==> config.mk <==
export PLATFORM = sky130hd
export DESIGN_NAME = bb3_out_fifo
export DESIGN_NICKNAME = d
export VERILOG_FILES = /design/src/design/bb3_pkg.sv /design/src/design/bb3_out_fifo.sv
export SDC_FILE = /design/constraint.sdc
export NUM_CORES = 1
export LEC_CHECK = 0
export ABC_AREA = 1
export BUFFER_PORTS_ARGS = -buffer_cell sky130_fd_sc_hd__buf_2
export CAP_MARGIN = 20
export CORE_MARGIN = 5
export CORE_UTILIZATION = 35
export CTS_BUF_LIST = sky130_fd_sc_hd__clkbuf_8
export DETAILED_ROUTE_END_ITERATION = 10
export GPL_TIMING_DRIVEN = 0
export HOLD_SLACK_MARGIN = 0.15
export SYNTH_ARGS = -nofsm -noshare
export SYNTH_HDL_FRONTEND = slang
export SYNTH_SLANG_ARGS = --single-unit
==> constraint.sdc <==
create_clock -name clk -period 5.45 [get_ports clk]
set_clock_uncertainty 0.05 [all_clocks]
set_input_delay 0.545 -clock clk [delete_from_list [all_inputs] [get_ports clk]]
set_output_delay 0.545 -clock clk [all_outputs]
set_load 0.01 [all_outputs]
==> src/design/bb3_pkg.sv <==
`default_nettype none
package bb3_pkg;
	localparam int DEF_MAX_WIDTH  = 1024;
	localparam int DEF_MAX_HEIGHT = 4096;
	localparam int RST_WIDTH      = 640;
	localparam int RST_HEIGHT     = 480;
	localparam int CFG_DATA_W     = 13;
	localparam int CFG_IDX_W      = 2;
	localparam int FIFO_DEPTH     = 8;
	localparam int PIX_W          = 24;
	localparam int SUM_W          = 12;

	// Scaled reciprocals: floor(x/12) and floor(x/18) for x below 8192.
	localparam logic [12:0] RECIP_12 = 13'd5462;
	localparam logic [12:0] RECIP_18 = 13'd3641;

	typedef enum logic [CFG_IDX_W-1:0] {
		REG_FRAME_WIDTH  = 2'd0,
		REG_FRAME_HEIGHT = 2'd1
	} cfg_reg_t;

	typedef enum logic {
		OP_PUSH  = 1'b0,
		OP_FLUSH = 1'b1
	} op_t;

	typedef enum logic [1:0] {
		CNT4 = 2'd0,
		CNT6 = 2'd1,
		CNT9 = 2'd2
	} cnt_t;

	typedef struct packed {
		logic emit;
		logic last;
		logic top;
		logic bottom;
		logic left;
		logic right;
	} tag_t;

	typedef struct packed {
		logic [7:0] red;
		logic [7:0] green;
		logic [7:0] blue;
		logic       last;
	} res_t;

	function automatic logic [7:0] bb3_mean(input logic [SUM_W-1:0] s, input cnt_t c);
		logic [12:0] x;
		logic [25:0] prod;
		logic [7:0]  m;
		x = {s, 1'b0};
		prod = '0;
		unique case (c)
			CNT4: begin
				x = x + 13'd4;
				m = x[10:3];
			end
			CNT6: begin
				x = x + 13'd6;
				prod = x * RECIP_12;
				m = prod[23:16];
			end
			CNT9: begin
				x = x + 13'd9;
				prod = x * RECIP_18;
				m = prod[23:16];
			end
			default: m = '0;
		endcase
		return m;
	endfunction
endpackage
`default_nettype wire

==> src/design/bb3_out_fifo.sv <==
`default_nettype none
module bb3_out_fifo import bb3_pkg::*; (
	input  wire  clk,
	input  wire  arst_n,
	input  wire  push,
	input  res_t push_data,
	input  wire  pop,
	output logic valid,
	output res_t head
);
	localparam int PW = $clog2(FIFO_DEPTH);
	localparam int CW = $clog2(FIFO_DEPTH+1);

	res_t          buf_q [FIFO_DEPTH];
	logic [PW-1:0] wr_q, rd_q;
	logic [CW-1:0] cnt_q;

	always_ff @(posedge clk) begin
		if (push) begin
			buf_q[wr_q] <= push_data;
		end
	end

	always_ff @(posedge clk or negedge arst_n) begin
		if (!arst_n) begin
			wr_q  <= '0;
			rd_q  <= '0;
			cnt_q <= '0;
		end else begin
			if (push) begin
				wr_q <= wr_q + PW'(1);
			end
			if (pop) begin
				rd_q <= rd_q + PW'(1);
			end
			cnt_q <= cnt_q + CW'(push) - CW'(pop);
		end
	end

	assign valid = cnt_q != '0;
	assign head  = buf_q[rd_q];
endmodule
`default_nettype wire

Word-level counts from Yosys, hierarchy flattened
Memory sizes are Yosys's and may differ from the RTL's.
Cells that the tools add are included.
{"block": "word_totals", "latch_bits": 0, "mem_bits_ro": 0, "n_memories": 1, "ramBits": 200, "reg_bits": 10, "wordCells": 11}
{"block": "op_classes", "n_eq_ne": 0, "n_addsub": 4, "div": 0, "reduce_logical": 1, "n_mux": 2, "magnitude_cmp": 0, "shift": 0, "multipliers": 0, "bitwise": 0}
{"name": "buf_q", "depth": 8, "width": 25, "read_ports": 1, "rd_clocked_by_memory_dff": 0, "write_ports": 1, "line": "bb3_out_fifo.sv:14", "text": "res_t buf_q [FIFO_DEPTH];"}
{"cell": "$add 3x1->3 const B", "n": 2}
{"cell": "$add 4x1->4", "n": 1}
{"cell": "$reduce_bool 4->1", "n": 1}
{"cell": "$sub 4x1->4", "n": 1}
{"cell": "$mux 1", "n": 2}

Logic depth before layout (Yosys ltp)
{"block": "depth", "depth_word": 2, "ltp_mapped": 7}

Least setup slack after synthesis
No wires, ideal clock.
{"block": "synth_path", "kind": "input port to flip-flop", "startpoint": "in push", "endpoint": "mem buf_q[0][0] (netlist name), enable pin", "stages": 3, "setup_ns": 0.407, "arrival_ns": 1.961, "path_slack_ns": 3.032, "required_ns": 4.993, "path_cell_list": "inv_1 or2_2 nor2_1"}
{"block": "synth_via", "elab_chain_cells": 2}
{"element": "from (decl)", "line": "bb3_out_fifo.sv:5", "text": "input wire push,"}
{"element": "$mux 1", "line": "bb3_out_fifo.sv:19", "text": "if (push) begin"}
{"element": "$mux 1 (not written as such)", "line": "bb3_out_fifo.sv:20", "text": "buf_q[wr_q] <= push_data;"}
{"element": "to (decl)", "line": "bb3_out_fifo.sv:14"}
No other way between the ends.

==> impl_metrics.tcl <==
set metrics [dict create \
    reg2reg_slack_ns 3.46 \
    leakage_nw 4.98 \
    max_freq_ghz 0.362 \
    ys_async_sr_fraction_pct 4.76 \
    max_cap_viol_count 0 \
    p_int_mw 3.21 \
    stdcell_count 1378 \
    swShare_pct 38.6 \
    critPathLaunchType "flop" \
    grt_overflow_total 0 \
    critPathMaxStageDelay_ns 0.52 \
    io_pins 55 \
    synthXorXnorAreaFrac_pct 0.475 \
    muxShareOfSynthArea_pct 0 \
    synthSimpleGateAreaFrac_pct 19.6 \
    drc 0 \
    final_nets 1058 \
    clock_latency_ns 0.49 \
    cts_buffers 36 \
    whs_ns 0.256 \
    worstSetupPathType "flop to output pin" \
    synth_area_um2 9220 \
    grtUsageTotal_pct 14.3 \
    die_h_um 172 \
    slowest_stage "clkbuf_1" \
    clock-root-buffer "clkbuf_8" \
    post-synth-top-count-cell "nand2_1" \
    place_ws_ns 3.06 \
    core_area_um2 26000 \
    yosysUniqueCellTypes 18 \
    tightest_slew_ns 0.960 \
    grt_pass1_wl_um 32000 \
    gp_congestion 0.776 \
    ant_nets 0 \
    wl_per_cell_um 15.2 \
    yosys.area.top_type_share_pct 65.1 \
    area_growth_pct 14.7 \
    p_switching_mw 2.02 \
    cts_resized 0 \
    grt_max_degree 26 \
    cts_tree "yes" \
    cp.required_ns 4.86 \
    cts.sinks 210 \
    n_fill_cell 2550 \
    grt_pass1_vias 5830 \
    setup_tns_ns 0 \
    syn_avg_cell_area_um2 9.94 \
    synth_top_cell_by_area "edfxtp_1" \
    drt-total-wl_um 20900 \
    synth.area.top_cells "edfxtp_1, nand2_1, inv_1, nand3_1, dfrtp_1" \
    first_iter_violations 301 \
    cp_max_fo 10 \
    clockBufferDepth 3 \
    num_rows 59 \
    cp_cell_sequence "inv_2, clkbuf_1, nand2_1, nand3_1, nand2_1, nand2_1, nand2_1, buf_2" \
    dr.pass1.iters 5 \
    p_comb_share_pct 38.4 \
    viasPerCell 4.35 \
    synth.ff_latch_count 210 \
    yosysWarnings 0 \
    fin_crit_sh_pct 50.8 \
    clockPowerShare_pct 23.0 \
    synth_top_family_by_area "simple AND/OR/NAND/NOR gates" \
    fp.dieW_um 172 \
    finalMaxSlewViolations 0 \
    die-area_um2 29700 \
    post_cts_buffers 0 \
    setup_viol 0 \
    seq_power_share_pct 38.7 \
    hpwl_um 12500 \
    syn_inst 928 \
    synth_edf_count 200 \
    synthAdderAreaFrac_pct 1.17 \
    slew_headroom_pct 35.8 \
    numPortBuffers 54 \
    rsz0062_at_grt "no" \
    antenna_found_initial 1 \
    clkSlewWorstSetupHoldPaths_ns 0.06 \
    htreeDepth 2 \
    yosysSeqAreaShare_pct 67.8 \
    min_path_type "input port to flop" \
    power_density_nw_per_um2 494 \
    crit_arrival_ns 2.17 \
    synth_flop_cell "edfxtp_1" \
    dp.cells 1317 \
    synth-compound-area-share_pct 0.163 \
    worst_slack_ns 2.68 \
    drive_gt1_share_pct 12.6 \
    worstSetupEndpointType "output pin" \
    outcome "finished clean" \
    start_util_pct 35.5 \
    synthTopCellsByCount "nand2_1, inv_1, edfxtp_1, nand3_1, buf_2" \
    syn_nets 965 \
    crit_path_frequent_cell "nand2_1" \
    finalCriticalPeriod_ns 2.77 \
    antenna_cells 0 \
    vias 5998 \
    finalHoldViolCount 0 \
    irDropWorstVdd_uv 204 \
]
-- logic make-up (layout without fill, tap and decap cells) --
family          after synthesis  count (layout)
compound gates                3               3
xor+xnor                      5               5
fa+ha+maj                     8               8
buf+inv                     254             369
flops                       210             210
simple gates                448             448
-- flip-flops by register name, indices dropped and copies added, names as in the netlist --
name / flops
buf_q: 200
cnt_q: 4
rd_q: 3
wr_q: 3
-- worst paths after layout --
kind / from / to / cells past startpoint
max in group asynchronous: arst_n / rd_q[0] / 2
worst min-delay path: push_data[13] / buf_q[6][13] / 1
min in group asynchronous: arst_n / cnt_q[1] / 2
worst max register to register: wr_q[0] / buf_q[0][15] / 2
worst min register to register: wr_q[2] / wr_q[2] / 2
worst max-delay path: rd_q[0] / head[9] / 8
-- stage by stage --
step / total power [mW] / instance area, um^2 / util (%)
4_1_cts: 5.31 / 10600 / 40.7
3_5_place_dp: 4.10 / 9970 / 38.4
3_3_place_gp: 4.04 / 9910 / 38.1
2_1_floorplan: 3.32 / 9220 / -
6_report: 5.23 / 10600 / 40.7
5_1_grt: 5.61 / 10600 / 40.7
-- per-layer routing --
layer | wire length, um | GRT usage (%)
met5 | 13 | 0
met4 | 467 | 4.14
met3 | 1090 | 2.72
met2 | 9650 | 23.4
met1 | 9660 | 19.5
-- worst max-delay path, delay by kind of cell, from the launching register on --
kind	cells	cell delay [ns]
flip-flops	1	0.43
AND/OR/NAND/NOR	5	0.43
buffers and inverters	3	0.82
-- cell type report --
class	instances	area [um^2]	share of cell area (%)
inverter	217	815	7.70
sequential	210	6260	59.1
clock buffer	37	509	4.81
clock inverter	23	88.8	0.840
timing repair buffer	55	280	2.65
tap	335	419	3.96
multi-input combinational	464	2040	19.3
buffer	37	174	1.64
-- power by group through the flow --
| stage | Combinational (mW) | Sequential (mW) | Clock (mW) |
|---|---|---|---|
| 3_5_place_dp | 2.04 | 2.05 | 0 |
| 5_1_grt | 2.27 | 2.04 | 1.30 |
| 3_3_place_gp | 1.98 | 2.06 | 0 |
| 4_1_cts | 2.05 | 2.02 | 1.23 |
| 6_report | 2.00 | 2.02 | 1.20 |
| 2_1_floorplan | 1.27 | 2.05 | 0 |
-- repair_timing --
item / 4_1_cts / 5_1_grt
hold endpoints to repair: 10 / 0
setup endpoints to repair: 0 / 0
hold buffers: 1 / 0
-- layout by cell type (no fill, tap or decap), types with 2 or more instances in the layout --
master    Yosys  final
buf_2        25     79
ha_1          7      7
dfrtp_1      10     10
nand2_1     337    337
clkinv_2      0      2
o21ai_0       2      2
edfxtp_1    200    200
clkbuf_8      0     37
clkinv_1      0      5
nor2_4        0      8
inv_1       214    230
clkbuf_1     10     10
nand3_1     102    102
inv_2         3      3
xor2_1        4      4
Power figures use the tool's default switching activity.
