`src/design/bb3_pkg.sv`:
```
`default_nettype none
package bb3_pkg;
	localparam int DEF_MAX_WIDTH  = 1024;
	localparam int DEF_MAX_HEIGHT = 4096;
	localparam int RST_WIDTH      = 640;
	localparam int RST_HEIGHT     = 480;
	localparam int CFG_DATA_W     = 13;
	localparam int CFG_IDX_W      = 2;
	localparam int FIFO_DEPTH     = 8;
	localparam int PIX_W          = 24;
	localparam int SUM_W          = 12;

	// Scaled reciprocals: floor(x/12) and floor(x/18) for x below 8192.
	localparam logic [12:0] RECIP_12 = 13'd5462;
	localparam logic [12:0] RECIP_18 = 13'd3641;

	typedef enum logic [CFG_IDX_W-1:0] {
		REG_FRAME_WIDTH  = 2'd0,
		REG_FRAME_HEIGHT = 2'd1
	} cfg_reg_t;

	typedef enum logic {
		OP_PUSH  = 1'b0,
		OP_FLUSH = 1'b1
	} op_t;

	typedef enum logic [1:0] {
		CNT4 = 2'd0,
		CNT6 = 2'd1,
		CNT9 = 2'd2
	} cnt_t;

	typedef struct packed {
		logic emit;
		logic last;
		logic top;
		logic bottom;
		logic left;
		logic right;
	} tag_t;

	typedef struct packed {
		logic [7:0] red;
		logic [7:0] green;
		logic [7:0] blue;
		logic       last;
	} res_t;

	function automatic logic [7:0] bb3_mean(input logic [SUM_W-1:0] s, input cnt_t c);
		logic [12:0] x;
		logic [25:0] prod;
		logic [7:0]  m;
		x = {s, 1'b0};
		prod = '0;
		unique case (c)
			CNT4: begin
				x = x + 13'd4;
				m = x[10:3];
			end
			CNT6: begin
				x = x + 13'd6;
				prod = x * RECIP_12;
				m = prod[23:16];
			end
			CNT9: begin
				x = x + 13'd9;
				prod = x * RECIP_18;
				m = prod[23:16];
			end
			default: m = '0;
		endcase
		return m;
	endfunction
endpackage
`default_nettype wire

```
`src/design/bb3_window.sv`:
```
`default_nettype none
module bb3_window import bb3_pkg::*; #(
	parameter int MAX_WIDTH = DEF_MAX_WIDTH
) (
	input  wire                           clk,
	input  wire                           arst_n,
	input  wire                           act,
	input  wire [$clog2(MAX_WIDTH)-1:0]   addr,
	input  tag_t                          tag,
	input  wire [PIX_W-1:0]               pixel,
	input  wire [2*PIX_W-1:0]             mem_rdata,
	output logic                          mem_wen,
	output logic [$clog2(MAX_WIDTH)-1:0]  mem_waddr,
	output logic [2*PIX_W-1:0]            mem_wdata,
	output logic                          push,
	output res_t                          push_data
);
	localparam int AW = $clog2(MAX_WIDTH);

	logic             valid_s1, valid_s2, valid_s3;
	logic [AW-1:0]    addr_s1;
	tag_t             tag_s1, tag_s2;
	logic [PIX_W-1:0] pix_s1;
	logic [PIX_W-1:0] win_q [9];
	logic [SUM_W-1:0] sum_c [3];
	logic [SUM_W-1:0] sum_s3 [3];
	cnt_t             cnt_c, cnt_s3;
	logic             last_s3;

	always_ff @(posedge clk or negedge arst_n) begin
		if (!arst_n) begin
			valid_s1 <= 1'b0;
			valid_s2 <= 1'b0;
			valid_s3 <= 1'b0;
			for (int i = 0; i < 9; i++) begin
				win_q[i] <= '0;
			end
		end else begin
			valid_s1 <= act;
			valid_s2 <= valid_s1;
			valid_s3 <= valid_s2 && tag_s2.emit;
			if (valid_s1) begin
				for (int r = 0; r < 3; r++) begin
					win_q[r*3]   <= win_q[r*3+1];
					win_q[r*3+1] <= win_q[r*3+2];
				end
				win_q[2] <= mem_rdata[2*PIX_W-1:PIX_W];
				win_q[5] <= mem_rdata[PIX_W-1:0];
				win_q[8] <= pix_s1;
			end
		end
	end

	always_ff @(posedge clk) begin
		if (act) begin
			addr_s1 <= addr;
			tag_s1  <= tag;
			pix_s1  <= pixel;
		end
		tag_s2 <= tag_s1;
		for (int ch = 0; ch < 3; ch++) begin
			sum_s3[ch] <= sum_c[ch];
		end
		cnt_s3  <= cnt_c;
		last_s3 <= tag_s2.last;
	end

	// Shift the middle row entry up and store the new pixel as middle.
	assign mem_wen   = valid_s1;
	assign mem_waddr = addr_s1;
	assign mem_wdata = {mem_rdata[PIX_W-1:0], pix_s1};

	always_comb begin
		logic rsel, csel;
		for (int ch = 0; ch < 3; ch++) begin
			sum_c[ch] = '0;
		end
		for (int r = 0; r < 3; r++) begin
			rsel = (r == 0) ? tag_s2.top : (r == 2) ? tag_s2.bottom : 1'b1;
			for (int c = 0; c < 3; c++) begin
				csel = (c == 0) ? tag_s2.left : (c == 2) ? tag_s2.right : 1'b1;
				if (rsel && csel) begin
					for (int ch = 0; ch < 3; ch++) begin
						sum_c[ch] = sum_c[ch] + SUM_W'(win_q[r*3+c][(2-ch)*8 +: 8]);
					end
				end
			end
		end
		if (tag_s2.top && tag_s2.bottom && tag_s2.left && tag_s2.right) begin
			cnt_c = CNT9;
		end else if ((tag_s2.top && tag_s2.bottom) || (tag_s2.left && tag_s2.right)) begin
			cnt_c = CNT6;
		end else begin
			cnt_c = CNT4;
		end
	end

	assign push            = valid_s3;
	assign push_data.red   = bb3_mean(sum_s3[0], cnt_s3);
	assign push_data.green = bb3_mean(sum_s3[1], cnt_s3);
	assign push_data.blue  = bb3_mean(sum_s3[2], cnt_s3);
	assign push_data.last  = last_s3;
endmodule
`default_nettype wire

```
`config.mk`:
```
export PLATFORM = sky130hd
export DESIGN_NAME = bb3_window
export DESIGN_NICKNAME = d
export VERILOG_FILES = /design/src/design/bb3_pkg.sv /design/src/design/bb3_window.sv
export SDC_FILE = /design/constraint.sdc
export NUM_CORES = 2
export LEC_CHECK = 0
export CAP_MARGIN = 40
export CORE_MARGIN = 8
export CORE_UTILIZATION = 25
export CTS_CLUSTER_DIAMETER = 80
export DETAILED_ROUTE_END_ITERATION = 10
export DONT_BUFFER_PORTS = 1
export GPL_TIMING_DRIVEN = 0
export PLACE_DENSITY_LB_ADDON = 0.25
export REMOVE_ABC_BUFFERS = 1
export SETUP_SLACK_MARGIN = 0.05
export SYNTH_ARGS = -nofsm -noshare
export SYNTH_HDL_FRONTEND = slang
export SYNTH_SLANG_ARGS = --single-unit
```
`constraint.sdc`:
```
create_clock -name clk -period 9.61 [get_ports clk]
set_clock_uncertainty 0.2 [all_clocks]
set_input_delay 0.961 -clock clk [delete_from_list [all_inputs] [get_ports clk]]
set_output_delay 0.961 -clock clk [all_outputs]
set_load 0.05 [all_outputs]
```
Yosys cells after proc, flatten, opt, wreduce, memory -nomap -nowiden
Memories as Yosys holds them, arrays and structs flattened. Cells that the tools add are included.

Register bits: 268. RAM bits: 36. Bits of input ports: 91. Output and inout bits: 85. Memories kept: 1.

Memory list: sum_s3 (words 3, width 12, read ports 3, clocked after Yosys merged registers in 0, wr ports 3, line bb3_window.sv:26) `logic [SUM_W-1:0] sum_s3 [3];`.

Add/sub/neg operators: 33. Multiply operators: 6. Equal/unequal tests: 2. Muxes and demuxes: 12. Reductions and logical operators: 11.

Operators by type and width (number): 12-bit by 8-bit adder with 12-bit output (23); 36-bit two-way mux (6); 13-bit by 12-bit multiplier with 24-bit output, second input constant (3); 8-bit case mux with 3 select lines (3); 13-bit by 12-bit multiplier with 23-bit output, second input constant (3); 13-bit by 3-bit adder with 13-bit output, second input constant (3); 13-bit by 4-bit adder with 13-bit output, second input constant (3); 11-bit by 3-bit adder with 11-bit output, second input constant (3); 33-bit two-way mux (1); 32-bit two-way mux (1); 8-bit by 8-bit adder with 9-bit output (1); 1-bit logical AND (9); 2-bit by 1-bit equality test with 1-bit output, second input constant (1); 2-bit equality test, second input constant (1); 2-bit logical NOT (1); 1-bit logical OR (1); 1-bit two-way mux (1).

Logic depth before layout (Yosys ltp)
Depth after elaboration: 17. Gate-level depth with buffers: 55. Mapped depth without buffers: 51.

Least setup slack after synthesis
Ideal clock, no wire load.

Kind: flip-flop to flip-flop. Start: reg tag_s2[1] in the netlist's numbering. End: mem sum_s3[2][11], in the netlist sum_s3[0][35]. Setup time: 0.121 ns. Data arrival time: 8.941 ns. Required time: 9.289 ns. Path slack: 0.348 ns. Cell stages (with the launch flop): 51. Path buffers: 4. Cells stage by stage: dfxtp_1 buf_4 clkbuf_1 clkbuf_1 buf_1 and3_1 inv_1 fa_1 nor2b_2 nor2_1 xnor2_1 nand2_1 inv_1 ha_1 nor2b_1 or3_1 nand4_1 o31ai_1 (+15 left out) mux2i_1 inv_1 ha_1 nor2b_1 a221o_1 o21ai_0 ha_1 o21a_1 or3_1 nand3_1 o21ai_0 ha_1 inv_1 o21ai_0 nand3_1 nor4b_1 a21oi_2 xnor2_1.

RTL lines: start: declaration (line bb3_window.sv:22) `tag_t tag_s1, tag_s2;`; start signal: assignment (line bb3_window.sv:60) `tag_s2 <= tag_s1;`; end: declaration (line bb3_window.sv:26).

==> impl_metrics.toml <==
[clock_network]
clockBufferDepth = 3
htree_levels = 2
path_clk_slew_ns = 0.06
clock_sinks = 304
clk_latency_ns = 0.62
root_buffer = "clkbuf_16"
cts_buffers = 45
tritoncts = "built"

[die]
io_pins = 176
coreArea_um2 = 140000
row_count = 137
die_w_um = 391
die_h_um = 391
die_area_um2 = 153000
initial_utilization_pct = 25.2

[placed_design]
hpwl_um = 70400
dp.cells = 5423
place_congestion = 0.796
io_buffers = 0

[worst_setup_path]
critical_path.startpoint = "tag_s2[3]"
cp_num_buf_inv = 5
cp_data_required_time_ns = 9.90
critPathKind = "register to register"
critical_path.slowest_cell = "dfxtp_4"
crit_path_frequent_cell = "ha_1"
cp_top_family = "adder cells"
cp.arrival_ns = 9.32
path_max_fanout = 8
regToRegStartpoint = "tag_s2[3]"
cp-end-kind = "register"
critPathMaxStageDelay_ns = 0.41
start_kind = "register"

[synthesis]
syn_inst = 3626
yosys_warnings = 0
synth_area_leaders = "ha_1 (22%), dfrtp_1 (16%), fa_1 (13%)"
synth_area_um2 = 35200
async_reset_ff_share_pct = 72.0
synth_edf_count = 40
synth_top_area_share_pct = 22.2
synth_area_per_cell_um2 = 9.71
synth_top_area_cell = "ha_1"
seq_area_frac_synth_pct = 21.5
synth-seq-cells = 304
synth_most_common_cell = "ha_1"
synth_flop_cell = "dfrtp_1"
synthTopCellsByCount = "ha_1 (625), inv_1 (492), fa_1 (234)"
yosysUniqueCellTypes = 84

[final_layout]
drive_above_1_share_pct = 13.2
area_growth_pct = 13.3
fin_cells = 5541
final_core_util_pct = 28.6
final_nets = 4574
nFillCells = 14700

[sta]
setup_violations = 0
maxSlewViolCount = 0
fin_setup_tns_ns = 0
layout_worst_path_cycle_share_pct = 94.0
slew_headroom_pct = 43.8
rsz0062_at_grt = "true"
fmax_ghz = 0.111
worst_pin_slew_ns = 0.843
fin_crit_ns = 9.03
hold_violations = 0

[global_route]
grt_max_degree = 220
grt_first_pass_wirelength_um = 139000
first_global_vias = 24600
track_usage_pct = 11.3
gr-total-overflow = 0
antenna_found_initial = 21

[routing]
wl_per_cell_um = 15.9
dr.first_iter.drc_count = 867
ant_nets = 0
post-route-drc-count = 0
routed_via_density = 4.32
wl_um = 88200
drtPass1Iterations = 5
vias = 24000

[job]
maxCapViolCount = 0

[worst_hold_path]
hold_path_class = "input port to async pin"

[status]
status = "completed"
## sequential cells by signal (all words and copies together), names as in the netlist
signal,count
cnt_s3,2
last_s3,1
mem_waddr,10
mem_wen,1
pix_s1,24
push,1
sum_s3,36
tag_s1,6
tag_s2,6
valid_s2,1
win_q,216
## repair_timing
item | in CTS | in global routing
hold endpoints to repair | 219 | 0
pin swaps | 0 | 22
buffers inserted | 2 | 22
hold buffers | 1 | 0
resized for setup | 11 | 91
gates cloned | 2 | 2
endpoints found under the setup margin | 4 | 16
## per-layer routing
layer / vias up / share of wire, % / global-route usage [%]
met3: 100 / 2.8 / 1.80
met4: 22 / 1.6 / 2.33
met5: - / 0.16 / 0
met2: 184 / 48 / 19.8
li1: 12300 / - / -
met1: 11300 / 47 / 14.8
## cell usage in the layout, fill, tap and decap left out, types with 34 or more instances in the layout
master,synthesis,routed
ha_1,625,617
inv_1,492,492
fa_1,234,233
mux2_2,221,221
dfrtp_1,219,218
nor2_1,216,213
xnor2_1,200,194
nand2_1,171,171
a21oi_1,170,160
o21ai_0,163,144
xor2_1,91,88
a21o_1,59,59
clkbuf_16,0,47
nor3_1,45,45
nor2b_1,49,45
o21a_1,45,45
dfxtp_1,45,41
edfxtp_1,40,40
nand3_1,39,38
and3_1,34,34
## final timing paths
check	end	slack (ns)	cells after the start
setup / recovery	sum_s3[0][35]	0.58	49
min in group clk	last_s3	0.12	0
hold reg to reg	last_s3	0.12	0
max in group asynchronous	mem_wen	7.97	2
setup reg to reg	sum_s3[0][35]	0.58	49
hold / removal	win_q[167]	0.03	1
## metrics by stage
step / instance area [um2] / setup slack [ns] / hold WS (ns)
after floorplan: 34700 / -0.278 / 0.110
after global placement: 37000 / -2.94 / 0.112
after detailed placement: 37700 / -0.373 / 0.119
after CTS: 39300 / 0.103 / 0.127
after global routing: 39900 / -0.0311 / 0.0113
final: 39900 / 0.581 / 0.0252
## cell families (layout without fill, tap and decap cells)
kind of cell,after synthesis,in the layout,synth area share (%)
compound gates,628,628,11.2
fa+ha+maj,859,859,35.5
other cells,0,4,0
simple gates,669,669,9.09
mux,253,253,8.04
flops,304,304,21.5
buf+inv,612,647,6.81
xor+xnor,301,301,7.80
## cell type report
cell class / instances / area, um2 / share of cell area (%)
Clock buffer: 63 / 1270 / 3.19
Antenna cell: 4 / 10.0 / 0.0251
Sequential cell: 304 / 7600 / 19.0
Clock inverter: 21 / 203 / 0.508
Timing Repair Buffer: 69 / 988 / 2.48
Inverter: 494 / 1850 / 4.65
Tap cell: 1876 / 2350 / 5.88
Multi-Input combinational cell: 2710 / 25600 / 64.2
Power is left out: the tool's default activity adds up to more than one toggle a clock period on the data nets, which glitch-free logic cannot reach.
