==> src/design/bb3_pkg.sv <==
`default_nettype none
package bb3_pkg;
	localparam int DEF_MAX_WIDTH  = 1024;
	localparam int DEF_MAX_HEIGHT = 4096;
	localparam int RST_WIDTH      = 640;
	localparam int RST_HEIGHT     = 480;
	localparam int CFG_DATA_W     = 13;
	localparam int CFG_IDX_W      = 2;
	localparam int FIFO_DEPTH     = 8;
	localparam int PIX_W          = 24;
	localparam int SUM_W          = 12;

	// Scaled reciprocals: floor(x/12) and floor(x/18) for x below 8192.
	localparam logic [12:0] RECIP_12 = 13'd5462;
	localparam logic [12:0] RECIP_18 = 13'd3641;

	typedef enum logic [CFG_IDX_W-1:0] {
		REG_FRAME_WIDTH  = 2'd0,
		REG_FRAME_HEIGHT = 2'd1
	} cfg_reg_t;

	typedef enum logic {
		OP_PUSH  = 1'b0,
		OP_FLUSH = 1'b1
	} op_t;

	typedef enum logic [1:0] {
		CNT4 = 2'd0,
		CNT6 = 2'd1,
		CNT9 = 2'd2
	} cnt_t;

	typedef struct packed {
		logic emit;
		logic last;
		logic top;
		logic bottom;
		logic left;
		logic right;
	} tag_t;

	typedef struct packed {
		logic [7:0] red;
		logic [7:0] green;
		logic [7:0] blue;
		logic       last;
	} res_t;

	function automatic logic [7:0] bb3_mean(input logic [SUM_W-1:0] s, input cnt_t c);
		logic [12:0] x;
		logic [25:0] prod;
		logic [7:0]  m;
		x = {s, 1'b0};
		prod = '0;
		unique case (c)
			CNT4: begin
				x = x + 13'd4;
				m = x[10:3];
			end
			CNT6: begin
				x = x + 13'd6;
				prod = x * RECIP_12;
				m = prod[23:16];
			end
			CNT9: begin
				x = x + 13'd9;
				prod = x * RECIP_18;
				m = prod[23:16];
			end
			default: m = '0;
		endcase
		return m;
	endfunction
endpackage
`default_nettype wire

==> src/design/bb3_ctrl.sv <==
`default_nettype none
module bb3_ctrl import bb3_pkg::*; #(
	parameter int MAX_WIDTH  = DEF_MAX_WIDTH,
	parameter int MAX_HEIGHT = DEF_MAX_HEIGHT
) (
	input  wire                              clk,
	input  wire                              arst_n,
	input  wire                              accept,
	input  wire                              operation,
	input  wire                              restart,
	input  wire [$clog2(MAX_WIDTH+1)-1:0]    w,
	input  wire [$clog2(MAX_HEIGHT+1)-1:0]   h,
	output logic                             act,
	output logic                             blank,
	output logic [$clog2(MAX_WIDTH)-1:0]     addr,
	output tag_t                             tag
);
	localparam int AW = $clog2(MAX_WIDTH);
	localparam int WW = $clog2(MAX_WIDTH+1);
	localparam int HW = $clog2(MAX_HEIGHT+1);
	localparam int RW = $clog2(MAX_HEIGHT+2);

	logic [AW-1:0] qcol_q, pcol_q;
	logic [RW-1:0] qrow_q;
	logic [HW-1:0] prow_q;
	logic          primed, qcol_end, pcol_end, prow_end;

	always_comb begin
		blank    = qrow_q >= RW'(h);
		primed   = (qrow_q >= RW'(2)) || ((qrow_q == RW'(1)) && (qcol_q != '0));
		qcol_end = WW'(qcol_q) == (w - WW'(1));
		pcol_end = WW'(pcol_q) == (w - WW'(1));
		prow_end = prow_q == (h - HW'(1));
		act      = accept && (blank || (operation == OP_PUSH));
		addr     = qcol_q;
		tag.emit   = primed;
		tag.last   = primed && prow_end && pcol_end;
		tag.top    = prow_q != '0;
		tag.bottom = !prow_end;
		tag.left   = pcol_q != '0;
		tag.right  = !pcol_end;
	end

	always_ff @(posedge clk or negedge arst_n) begin
		if (!arst_n) begin
			qcol_q <= '0;
			qrow_q <= '0;
			pcol_q <= '0;
			prow_q <= '0;
		end else if (restart || (act && tag.last)) begin
			qcol_q <= '0;
			qrow_q <= '0;
			pcol_q <= '0;
			prow_q <= '0;
		end else if (act) begin
			if (qcol_end) begin
				qcol_q <= '0;
				qrow_q <= qrow_q + RW'(1);
			end else begin
				qcol_q <= qcol_q + AW'(1);
			end
			if (primed) begin
				if (pcol_end) begin
					pcol_q <= '0;
					prow_q <= prow_q + HW'(1);
				end else begin
					pcol_q <= pcol_q + AW'(1);
				end
			end
		end
	end
endmodule
`default_nettype wire

==> config.mk <==
export PLATFORM = sky130hd
export DESIGN_NAME = bb3_ctrl
export DESIGN_NICKNAME = d
export VERILOG_FILES = /design/src/design/bb3_pkg.sv /design/src/design/bb3_ctrl.sv
export SDC_FILE = /design/constraint.sdc
export NUM_CORES = 1
export LEC_CHECK = 0
export BUFFER_PORTS_ARGS = -buffer_cell sky130_fd_sc_hd__buf_2
export CAP_MARGIN = 10
export CELL_PAD_IN_SITES_DETAIL_PLACEMENT = 1
export CELL_PAD_IN_SITES_GLOBAL_PLACEMENT = 1
export CORE_UTILIZATION = 44
export DETAILED_ROUTE_END_ITERATION = 7
export GPL_TIMING_DRIVEN = 0
export PLACE_DENSITY_LB_ADDON = 0.1
export SYNTH_ARGS = -nofsm -noshare
export SYNTH_HDL_FRONTEND = slang
export SYNTH_SLANG_ARGS = --single-unit
==> constraint.sdc <==
create_clock -name clk -period 3.4 [get_ports clk]
set_input_delay 0.68 -clock clk [delete_from_list [all_inputs] [get_ports clk]]
set_output_delay 0.68 -clock clk [all_outputs]
set_load 0.05 [all_outputs]
# --- Word level (Yosys, flattened, before mapping) ---
# Cells that the tools add are included.
word_totals:
  ff_bits: 46
  latchBits: 0
  ram_bits: 0
  rom_bits: 0
  output_inout_bits: 18
  mem_count: 0
classes:
  addsub: 6
  mul: 0
  div: 0
  order_cmp: 2
  n_eq_ne: 4
  shift: 0
  muxes: 14
  n_bitwise: 1
  n_reduce_logical: 20
ops:
  columns: ["cell", "count"]
  rows:
  - ["2-to-1 mux 13 bit", 7]
  - ["2-to-1 mux 10 bit", 7]
  - ["adder 13 x 1 -> 13 bit (second input constant)", 2]
  - ["== test 10 x 11 -> 1 bit", 2]
  - ["adder 10 x 1 -> 10 bit (second input constant)", 2]
  - ["nonzero test 10 bit", 2]
  - ["== test 13 x 1 -> 1 bit (second input constant)", 1]
  - ["== test 13 bit", 1]
  - ["greater-or-equal comparator 13 bit", 1]
  - ["greater-or-equal comparator 13 x 2 -> 1 bit (second input constant)", 1]
  - ["nonzero test 13 bit", 1]
  - ["subtractor 13 x 1 -> 13 bit (second input constant)", 1]
  - ["subtractor 11 x 1 -> 11 bit (second input constant)", 1]
  - ["nonzero test 2 bit", 4]
  - ["logical AND 1 bit", 5]
  - ["AND reduction 2 bit", 2]
  - ["logical OR 1 bit", 3]
  - ["AND reduction 3 bit", 1]
  - ["zero test 1 bit", 2]
  - ["NOT 1 bit", 1]

# --- Logic depth before layout (Yosys ltp) ---
# Gate-level depths: netlist of the first run.
depth:
  ltp_word: 9
  mapped_depth: 13

# --- Least setup slack after synthesis of the first run ---
# Ideal clock, no wire load.
synth_timing:
  path_kind: "input port to output port"
  start: "input port h[8]"
  end: "output port tag[4] (netlist name)"
  arrival_time_ns: 3.582
  path_slack_ns: -0.862
  stages: 6
  path_buffers: 0
  path_cell_list: "or4_1 -> or3_1 -> a211o_1 -> a22oi_1 -> nand4_1 -> nor2_1"
synth_rtl:
  columns: ["element", "line", "rtl"]
  rows:
  - ["from (decl)", "bb3_ctrl.sv:12", "input wire [$clog2(MAX_HEIGHT+1)-1:0] h,"]
  - ["to (decl)", "bb3_ctrl.sv:16", "output tag_t tag"]

==> results.md, run 1 <==
- RSZ-0062 raised after global routing: true
- Internal power: around 0.83 mW
- Tmin final: 3510 ps
- Fill cells: 1133
- DR iter-0 viols: 183
- First-pass GRT wire length: 22100 µm
- DIE HEIGHT: 99.5 µm
- Leading area contributor after synthesis: dfrtp_1
- Crit share post-route: 1.03
- Syn Inst Count: 529
- Pre-CTS setup slack: -792 ps
- CTS buffer count: 5
- # rows: 35
- DRC errors left: 0
- P_sw: 0.402 mW
- Seq cells post-synth: 46
- Hold Path Class: in -> async
- VDD IR max: 0.000168 V
- Starting density of the core: 0.452
- Crit path DAT: 2830 ps
- Async set-reset flop share out of synthesis: 1.00
- Vias: 4330
- Avg Inst Size Synth: 7.90 µm²
- Synth top area share: 0.275
- Worst-Skew Late Latency: 300 ps
- Critical Path End Type: output port
- F_max: 285 MHz
- Tot Pwr: 1.23 mW
- Power per cell area: approximately 240 nW/µm²
- Max_slew headroom: 0.262
- Sequential cell area fraction in the yosys report: 0.275
- Antenna Diode Count: 0
- Layout area overhead: 20.7%
- Clock Tree Buf Depth: 2
- Grt ovf: 0
- Max Slew Vio Count: 0
- TritonCTS clock tree: yes
- Failing checks: negative setup slack
- Detailed Routing Iterations Pass 1: 5
- Worst Max-Slew Pin Slew: 1110 ps
- Cell Area, Synth: approximately 4200 µm²
- Final setup viols: 1
- Largest net degree at the start of global routing: 47
- Sw frac: 0.327
- Number of enable flip-flop cells after synthesis: 0
- Final #Nets: 646
- WP data required: about 2700 ps
- Setup TNS: -106 ps
- Htree depth: 2
- Dpl cells: 699
- Comb power frac: 0.240
- Hold Buf Count CTS: 0
- Synth Warn #: 0
- Detail Route Antenna Nets: 0
- Kind of critical path: in -> out
- Synth Net Count: 582
- Full die area: 9890 µm²
- Die Wd: 99.5 µm
- Total GRT Usage: 0.283
- Seq pwr share: 0.466
- Routed Wire Length: ~14000 µm
- MaxCap Viol Count: 0
- CP max FO: 2
- Initial antenna violation count: 0
- Hold Vio Cnt, Final: 0
- Root buffer cell: clkbuf_8
- Setup slack after layout: -106 ps
- Top_reg_cell synth: dfrtp_1
- DR vias/cell: 5.99
- Final std cells w/o fill: just over 700
- Clock share of power: 0.294
- Core Region: around 9000 µm²
- GPL Wtd Cong: just over 0.8
- Synth area leaders: dfrtp_1 (28%), ha_1 (7.2%), xor2_1 (6.3%)
- I/O Pins: 47
- Leak: 2.15 nW
- Core Util, Final: 0.546
- Distinct cells, synth: 60
- Clk sinks: 46
- Vias in the first global route: approximately 4300
- CTS clk-pin slew, worst paths: 90 ps
- Layout cells sized above 1: 0.210
- IO Port Bufs: 41
- Status: complete, but fails checks
- Worst setup SP type: input pin
- Wirelength per Cell: 18.8 µm
- Setup skew after layout: 4.98 ps
- Post-DP HPWL: 10100 µm
==> repair_timing <==
action / CTS / global route
setup endpoints to repair: 35 / 24
endpoints found under the hold margin: 0 / 0
pin swaps: 14 / 5
buffers inserted: 15 / 3
resized for setup: 42 / 22
==> metal layers <==
| layer | wire length (µm) | GRT usage | vias to the layer above |
|---|---|---|---|
| met4 | 266 | 0.0679 | 0 |
| met2 | 6710 | 0.486 | 103 |
| met5 | 0 | 0 | - |
| met1 | 6160 | 0.379 | 2173 |
| li1 | - | - | 2034 |
| met3 | 492 | 0.0323 | 20 |
==> cells in the final DEF, fill, tap and decap left out, drive strengths merged, types with 13 or more instances in the layout <==
master	synthesis	routed
nor3	22	22
a21oi	27	27
clkbuf	15	19
inv	32	32
nor2	51	51
buf	10	69
o21ai	37	37
nand2	33	33
ha	24	24
xnor2	27	27
nand4	22	22
nand3	27	27
dfrtp	46	46
and3	19	19
xor2	30	30
or3	13	13
==> registers in the layout, summed over array words and instances, names as in the netlist <==
name	cells
prow_q	13
qrow_q	13
pcol_q	10
addr	10
==> power by group through the flow <==
stage                     sequential (mW)  clock, mW  combinational (mW)
after floorplan                     0.581          0               0.163
after global placement              0.582          0               0.248
after detailed placement            0.582          0               0.259
after CTS                           0.571      0.369               0.280
after global routing                0.574      0.384               0.320
final                               0.571      0.361               0.295
==> path summary, 6_finish.rpt <==
check / startpoint / to / slack [ps] / cells past startpoint
min in group clk: pcol_q[0] / pcol_q[0] / 610 / 1
max in group asynchronous: arst_n / pcol_q[7] / 2140 / 1
setup reg to reg: prow_q[11] / qrow_q[10] / 460 / 12
hold reg to reg: pcol_q[0] / pcol_q[0] / 610 / 1
setup / recovery: h[9] / tag[4] / -110 / 9
hold / removal: arst_n / prow_q[11] / 580 / 1
==> area by class of cell <==
class	count	area (µm²)	share of cell area
Timing Repair Buffer	59	394	0.0781
Clock inverter	2	12.5	0.00248
Multi-Input combinational cell	426	2990	0.592
Clock buffer	6	82.6	0.0164
Tap cell	129	161	0.0320
Buffer	23	136	0.0270
Sequential cell	46	1150	0.228
Inverter	32	120	0.0238
==> synthesized netlist by cell type, types with 2 or more instances <==
library cell,count
o21ai_1,4
inv_1,32
a21oi_1,27
o31ai_1,5
ha_1,24
a211o_1,3
o21ai_0,32
nand3b_1,2
nor2_1,51
nand3_1,27
a21o_1,4
nand4_1,22
nand2b_1,5
xnor3_1,2
xor2_1,30
and3_1,18
buf_1,3
o211ai_1,3
or4_1,7
nor2b_1,8
a31o_1,2
and4_1,3
clkbuf_1,15
xnor2_1,27
dfrtp_1,46
and2_1,4
o21a_1,2
o2111ai_1,2
buf_4,2
a31oi_1,7
or3_1,13
nand2_1,32
o31a_1,2
mux2_2,2
nor3_1,22
nor4b_1,3
buf_2,4
nor4_1,10
==> kinds of logic after synthesis <==
logic type,after synthesis,synth area share
fa+ha+maj,24,0.0719
compound gates,105,0.160
simple gates,236,0.301
flops,46,0.275
xor+xnor,59,0.130
buf+inv,57,0.0560
mux,2,0.00539
==> critical path, stage by stage <==
cell and delay, ps:
buf_8 90, or4_4 530, or3_4 380, a211o_1 310, a22oi_2 180, nand4_1 150, buf_4 190, nor2_4 130
buf_6 170
==> stage by stage <==
stage / cell area [µm²] / hold WS [ps]
after floorplan: 4230 / 384
after global placement: 4600 / 575
after detailed placement: 4600 / 583
after CTS: 4950 / 605
after global routing: 5040 / 661
final: 5040 / 576
No activity file was read; power rests on OpenSTA's default activity.
==> run 2, diff against run 1 <==
--- a/config.mk
+++ b/config.mk
@@ -9,7 +9,7 @@
 export CAP_MARGIN = 10
 export CELL_PAD_IN_SITES_DETAIL_PLACEMENT = 1
 export CELL_PAD_IN_SITES_GLOBAL_PLACEMENT = 1
-export CORE_UTILIZATION = 44
+export CORE_UTILIZATION = 30
 export DETAILED_ROUTE_END_ITERATION = 7
 export GPL_TIMING_DRIVEN = 0
 export PLACE_DENSITY_LB_ADDON = 0.1
==> results.md, run 2 (synthesis gave the netlist of run 1 again) <==
- VDD IR max: 0.000181 V (+7.7%)
- Antenna Diode Count: 0 (unchanged)
- Power per cell area: 292 nW/µm² (+20%)
- Status: finished clean
- Routed Wire Length: 14200 µm (+4.0%)
- Clock share of power: 0.432 (+0.138)
- Clk sinks: 46 (unchanged)
- CTS clk-pin slew, worst paths: 70 ps (-20 ps)
- Register Area: 1150 µm² (unchanged)
- Hold Buf Count CTS: 0 (unchanged)
- Crit path DAT: 2690 ps (-140 ps)
- Hold Path Class: in -> async
- Total GRT Usage: 0.203 (-0.0794)
- Most common cell after layout, fill and taps aside: nor2_1
- Fill cells: 1615 (+43%)
- Crit-path cells: buf_8 -> or4_4 -> or3_4 -> a211o_1 -> a22oi_2 -> nand4_1 -> buf_6 -> nor2_4 -> buf_8
- Top Registers: prow_q x13, qrow_q x13
- Clock Tree Buf Depth: 2 (unchanged)
- IO Port Bufs: 41 (unchanged)
- # rows: 42 (+20%)
- Levels on crit path: 9 (unchanged)
- Worst setup SP type: input pin
- Worst Max-Slew Pin Slew: 678 ps (-429 ps)
- GPL Wtd Cong: 0.801 (-2.9%)
- Peak per-stage delay on the critical path: 520 ps (about the same)
- Seq pwr share: 0.377 (-0.089)
- Largest net degree at the start of global routing: 47 (unchanged)
- Grt ovf: 0 (unchanged)
- First-pass GRT wire length: 22900 µm (+3.3%)
- WP buf/inv: 3 (unchanged)
- Max Slew Vio Count: 0 (unchanged)
- Htree depth: 2 (unchanged)
- Max_slew headroom: 0.544 (+0.282)
- Wirelength per Cell: 18.5 µm (-1.8%)
- Crit path max-delay cell type: or4_4
- MaxCap Viol Count: 0 (unchanged)
- Hold Vio Cnt, Final: 0 (unchanged)
- Detail Route Antenna Nets: 0 (unchanged)
- DIE HEIGHT: 120 µm (+21%)
- CTS buffer count: 5 (unchanged)
- Core Region: 13400 µm² (+45%)
- DR iter-0 viols: 173 (-5.5%)
- Most frequent cells in the layout: nor2_1 (50), dfrtp_1 (46), buf_2 (35), nand2_1 (31)
- Critical Path End Type: output port
- P_sw: 0.435 mW (+8.2%)
- Root buffer cell: clkbuf_16
- CP dominant cell by count: buf_8
- Area of the multi-input gates: 3010 µm² (+0.71%)
- Tmin final: 3370 ps (-132 ps)
- Tot Pwr: 1.52 mW (+24%)
- Internal power: 1.09 mW (+31%)
- Final setup viols: 0 (-1)
- Post-DP HPWL: 10800 µm (+7.7%)
- Leak: 2.21 nW (+2.4%)
- Layout area overhead: 24.7%
- Layout cells sized above 1: 0.210 (-0.000268)
- F_max: 296 MHz (+3.9%)
- Detailed Routing Iterations Pass 1: 4 (-1)
- Vias: 4154 (-4.1%)
- Starting density of the core: 0.312 (-0.140)
- DRC errors left: 0 (unchanged)
- Comb power frac: 0.191 (-0.049)
- Full die area: 14400 µm² (+46%)
- WP data required: 2720 ps (about the same)
- Reg2reg end: qrow_q[10]
- Pre-CTS setup slack: -923 ps (-131 ps)
- TritonCTS clock tree: yes
- Crit-path leading delay family: simple AND/OR/NAND/NOR gates
- RSZ-0062 raised after global routing: true
- Die Wd: 120 µm (+21%)
- Reg-to-reg slack, setup: 460 ps (about the same)
- Vias in the first global route: 4198 (-3.4%)
- Sw frac: 0.286 (-0.0412)
- Setup slack after layout: 26.3 ps (+132 ps)
- I/O Pins: 47 (unchanged)
- CP max FO: 2 (unchanged)
- Initial antenna violation count: 0 (unchanged)
- Kind of critical path: in -> out
- Final #Nets: 642 (-0.62%)
- R2R cell count: 12 (unchanged)
- DR vias/cell: 5.42 (-9.5%)
- Worst-Skew Late Latency: 300 ps (about the same)
- Setup skew after layout: 9.61 ps (+4.62 ps)
- R2R Path Start: prow_q[11]
- Crit share post-route: 0.992 (-0.0388)
-- run 2: repair_timing --
| action | 4_1_cts | 5_1_grt |
|---|---|---|
| gates resized for setup | 40 | 29 |
| buffers inserted | 10 | 4 |
| setup endpoints to repair | 41 | 23 |
| pin swaps | 13 | 11 |
-- run 2: cell type report --
cell class | instances | area share
Timing Repair Buffer | 56 | 0.0739
Clock inverter | 3 | 0.0132
Clock buffer | 5 | 0.0240
Inverter | 32 | 0.0230
Tap cell | 176 | 0.0423
Sequential cell | 46 | 0.221
Multi-Input combinational cell | 426 | 0.577
Buffer | 22 | 0.0257
-- run 2: stage by stage --
step	setup TNS, ps	cell area, µm²	instances	util	hold WS [ps]
detailed placement	-29170	4660	746	0.347	590
finish	0	5210	766	0.389	325
floorplan	-7810	4230	529	-	384
global route	-141	5210	766	0.389	358
global placement	-25870	4660	746	0.347	588
CTS	-74.6	5060	762	0.378	604
-- run 2: worst max-delay path by stage --
stage | from | end | slack [ps]
after detailed placement | h[1] | tag[4] | -920
after CTS | h[9] | tag[4] | -70
after global routing | h[9] | tag[4] | -80
after global placement | h[2] | act | -860
final | h[9] | tag[4] | 30
after floorplan | h[8] | tag[4] | -530
-- run 2: metal layers --
layer  vias up  wire, µm  track usage
met5         -         0            0
met1      2084      6980        0.286
met3         4       247       0.0242
met2        31      6890        0.341
li1       2035         -            -
met4         0        55       0.0234
-- run 2: power by group through the flow --
| stage | Combinational [mW] | Sequential [mW] | Clock, mW |
|---|---|---|---|
| global placement | 0.255 | 0.584 | 0 |
| finish | 0.290 | 0.573 | 0.657 |
| global route | 0.323 | 0.575 | 0.686 |
| detailed placement | 0.261 | 0.584 | 0 |
| CTS | 0.278 | 0.573 | 0.666 |
| floorplan | 0.163 | 0.581 | 0 |
==> run 3, diff against run 2 <==
--- a/config.mk
+++ b/config.mk
@@ -9,6 +9,7 @@
 export CAP_MARGIN = 10
 export CELL_PAD_IN_SITES_DETAIL_PLACEMENT = 1
 export CELL_PAD_IN_SITES_GLOBAL_PLACEMENT = 1
+export CORE_ASPECT_RATIO = 0.75
 export CORE_UTILIZATION = 30
 export DETAILED_ROUTE_END_ITERATION = 7
 export GPL_TIMING_DRIVEN = 0
==> results.md, run 3 (synthesis gave the netlist of run 1 again) <==
- Kind of critical path: in -> out
- DRC errors left: 4 (+4)
- Clock Tree Buf Depth: 2 (unchanged)
- Core Region: 13300 µm² (-0.84%)
- DR vias/cell: 5.49 (+1.3%)
- TritonCTS clock tree: yes
- Die Wd: 138 µm (+15%)
- Crit path DAT: 2730 ps (+40 ps)
- Root buffer cell: clkbuf_16
- Routed Wire Length: 14400 µm (+1.5%)
- Reg2reg end: qrow_q[10]
- Final setup viols: 1 (+1)
- R2R cell count: 12 (unchanged)
- MaxCap Viol Count: 0 (unchanged)
- Wirelength per Cell: 18.8 µm (+1.5%)
- CTS buffer count: 5 (unchanged)
- WP data required: 2720 ps (about the same)
- Vias in the first global route: 4270 (+1.7%)
- Most common cell after layout, fill and taps aside: nor2_1
- Max Slew Vio Count: 0 (unchanged)
- GPL Wtd Cong: 0.777 (-2.9%)
- Max_slew headroom: 0.559 (+0.0150)
- DIE HEIGHT: 104 µm (-13%)
- Top Registers: prow_q x13, qrow_q x13
- DR iter-0 viols: 209 (+21%)
- I/O Pins: 47 (unchanged)
- Fill cells: 1594 (-1.3%)
- VDD IR max: 0.000271 V (+50%)
- IO Port Bufs: 41 (unchanged)
- CTS clk-pin slew, worst paths: 70 ps (about the same)
- Tmin final: 3410 ps (+40.9 ps)
- Leak: 2.23 nW (+1.1%)
- Reg-to-reg slack, setup: 390 ps (-70 ps)
- # rows: 36 (-14%)
- Crit share post-route: 1.00 (+0.0120)
- F_max: 293 MHz (-1.2%)
- Final #Nets: 647 (+0.78%)
- CP dominant cell by count: buf_8
- Htree depth: 2 (unchanged)
- Full die area: 14400 µm² (about the same)
- Antenna Diode Count: 0 (unchanged)
- Largest net degree at the start of global routing: 47 (unchanged)
- Layout area overhead: 25.7%
- Vias: 4206 (+1.3%)
- First-pass GRT wire length: 23400 µm (+2.1%)
- Status: complete, but fails checks
- Worst-Skew Late Latency: 290 ps (about the same)
- R2R Path Start: prow_q[11]
- Power per cell area: 294 nW/µm² (+0.84%)
- Hold_ws: 315 ps (-9.96 ps)
- Crit path max-delay cell type: or4_4
- Failing checks: design-rule violations, negative setup slack
- Detailed Routing Iterations Pass 1: 6 (+2)
- Grt ovf: 0 (unchanged)
- Most frequent cells in the layout: nor2_1 (50), dfrtp_1 (46), buf_2 (36), nand2_1 (31)
- Worst setup SP type: input pin
- Crit-path cells: buf_8 -> or4_4 -> or3_4 -> a211o_1 -> a22oi_2 -> nand4_1 -> buf_6 -> nor2_4 -> buf_8
- Crit-path leading delay family: simple AND/OR/NAND/NOR gates
- Critical Path End Type: output port
- Initial antenna violation count: 0 (unchanged)
- Peak per-stage delay on the critical path: 520 ps (about the same)
- Setup slack after layout: -14.6 ps (-40.9 ps)
- Post-DP HPWL: 10900 µm (+0.36%)
- Hold Path Class: in -> async
- Worst Max-Slew Pin Slew: 656 ps (-21.9 ps)
- Hold Vio Cnt, Final: 0 (unchanged)
- RSZ-0062 raised after global routing: true
- Detail Route Antenna Nets: 0 (unchanged)
- Setup skew after layout: 6.19 ps (-3.42 ps)
- Hold Buf Count CTS: 0 (unchanged)
- WP buf/inv: 3 (unchanged)
- Clk sinks: 46 (unchanged)
- CP max FO: 4 (+2)
- Layout cells sized above 1: 0.210 (about the same)
- Core Util, Final: 0.395 (+0.00640)
- Total GRT Usage: 0.203 (about the same)
- Starting density of the core: 0.315 (+0.00264)
## run 3: worst max path at each step
stage / start / end / slack [ps] / cells past startpoint
CTS: h[8] / tag[4] / -10 / 9
floorplan: h[8] / tag[4] / -530 / 6
finish: h[9] / tag[4] / -10 / 9
global route: h[9] / tag[4] / -70 / 9
global placement: h[1] / tag[4] / -790 / 10
detailed placement: h[1] / tag[4] / -780 / 10
## run 3: metal layers
metal  track usage  vias up  routed length [µm]
li1              -     2032                   -
met3        0.0295        4                 413
met1         0.309     2111                7720
met2         0.308       59                6200
met5             0        -                   0
met4        0.0233        0                  49
## run 3: what timing repair did
item                       4_1_cts  5_1_grt
resized for setup               30       48
setup endpoints to repair       38       20
hold endpoints to repair         0        0
buffers inserted                 8       10
pin swaps                        8       11
## run 3: power breakdown
group,total [mW],switching [mW],internal [mW]
Combinational,0.300,0.188,0.112
Sequential,0.575,0.0192,0.556
Clock,0.670,0.228,0.442
## run 3: layout make-up
cell class	count	area [µm²]	area share
Inverter	32	135	0.0257
Multi-Input combinational cell	426	2980	0.568
Clock inverter	2	60.1	0.0114
Buffer	23	135	0.0257
Sequential cell	46	1150	0.219
Tap cell	171	214	0.0407
Timing Repair Buffer	60	437	0.0831
Clock buffer	6	139	0.0264
## run 3: per-stage QoR
step | cells | instance area, µm² | setup TNS, ps | total power, mW | setup WS [ps]
floorplan | 529 | 4230 | -7810 | 0.744 | -529
detailed placement | 741 | 4650 | -24900 | 0.845 | -785
finish | 766 | 5250 | -14.6 | 1.54 | -14.6
CTS | 755 | 5010 | -10.9 | 1.53 | -10.9
global route | 766 | 5250 | -213 | 1.61 | -73.7
global placement | 741 | 4650 | -23970 | 0.838 | -785
## run 3: worst register-to-register path: cells and delay by family (launching register included)
kind                   cells  cell delay [ps]
flip-flops                 1              330
buffers and inverters      4              980
AO/OA/AOI/OAI              3              770
AND/OR/NAND/NOR            3              340
XOR/XNOR                   2              500
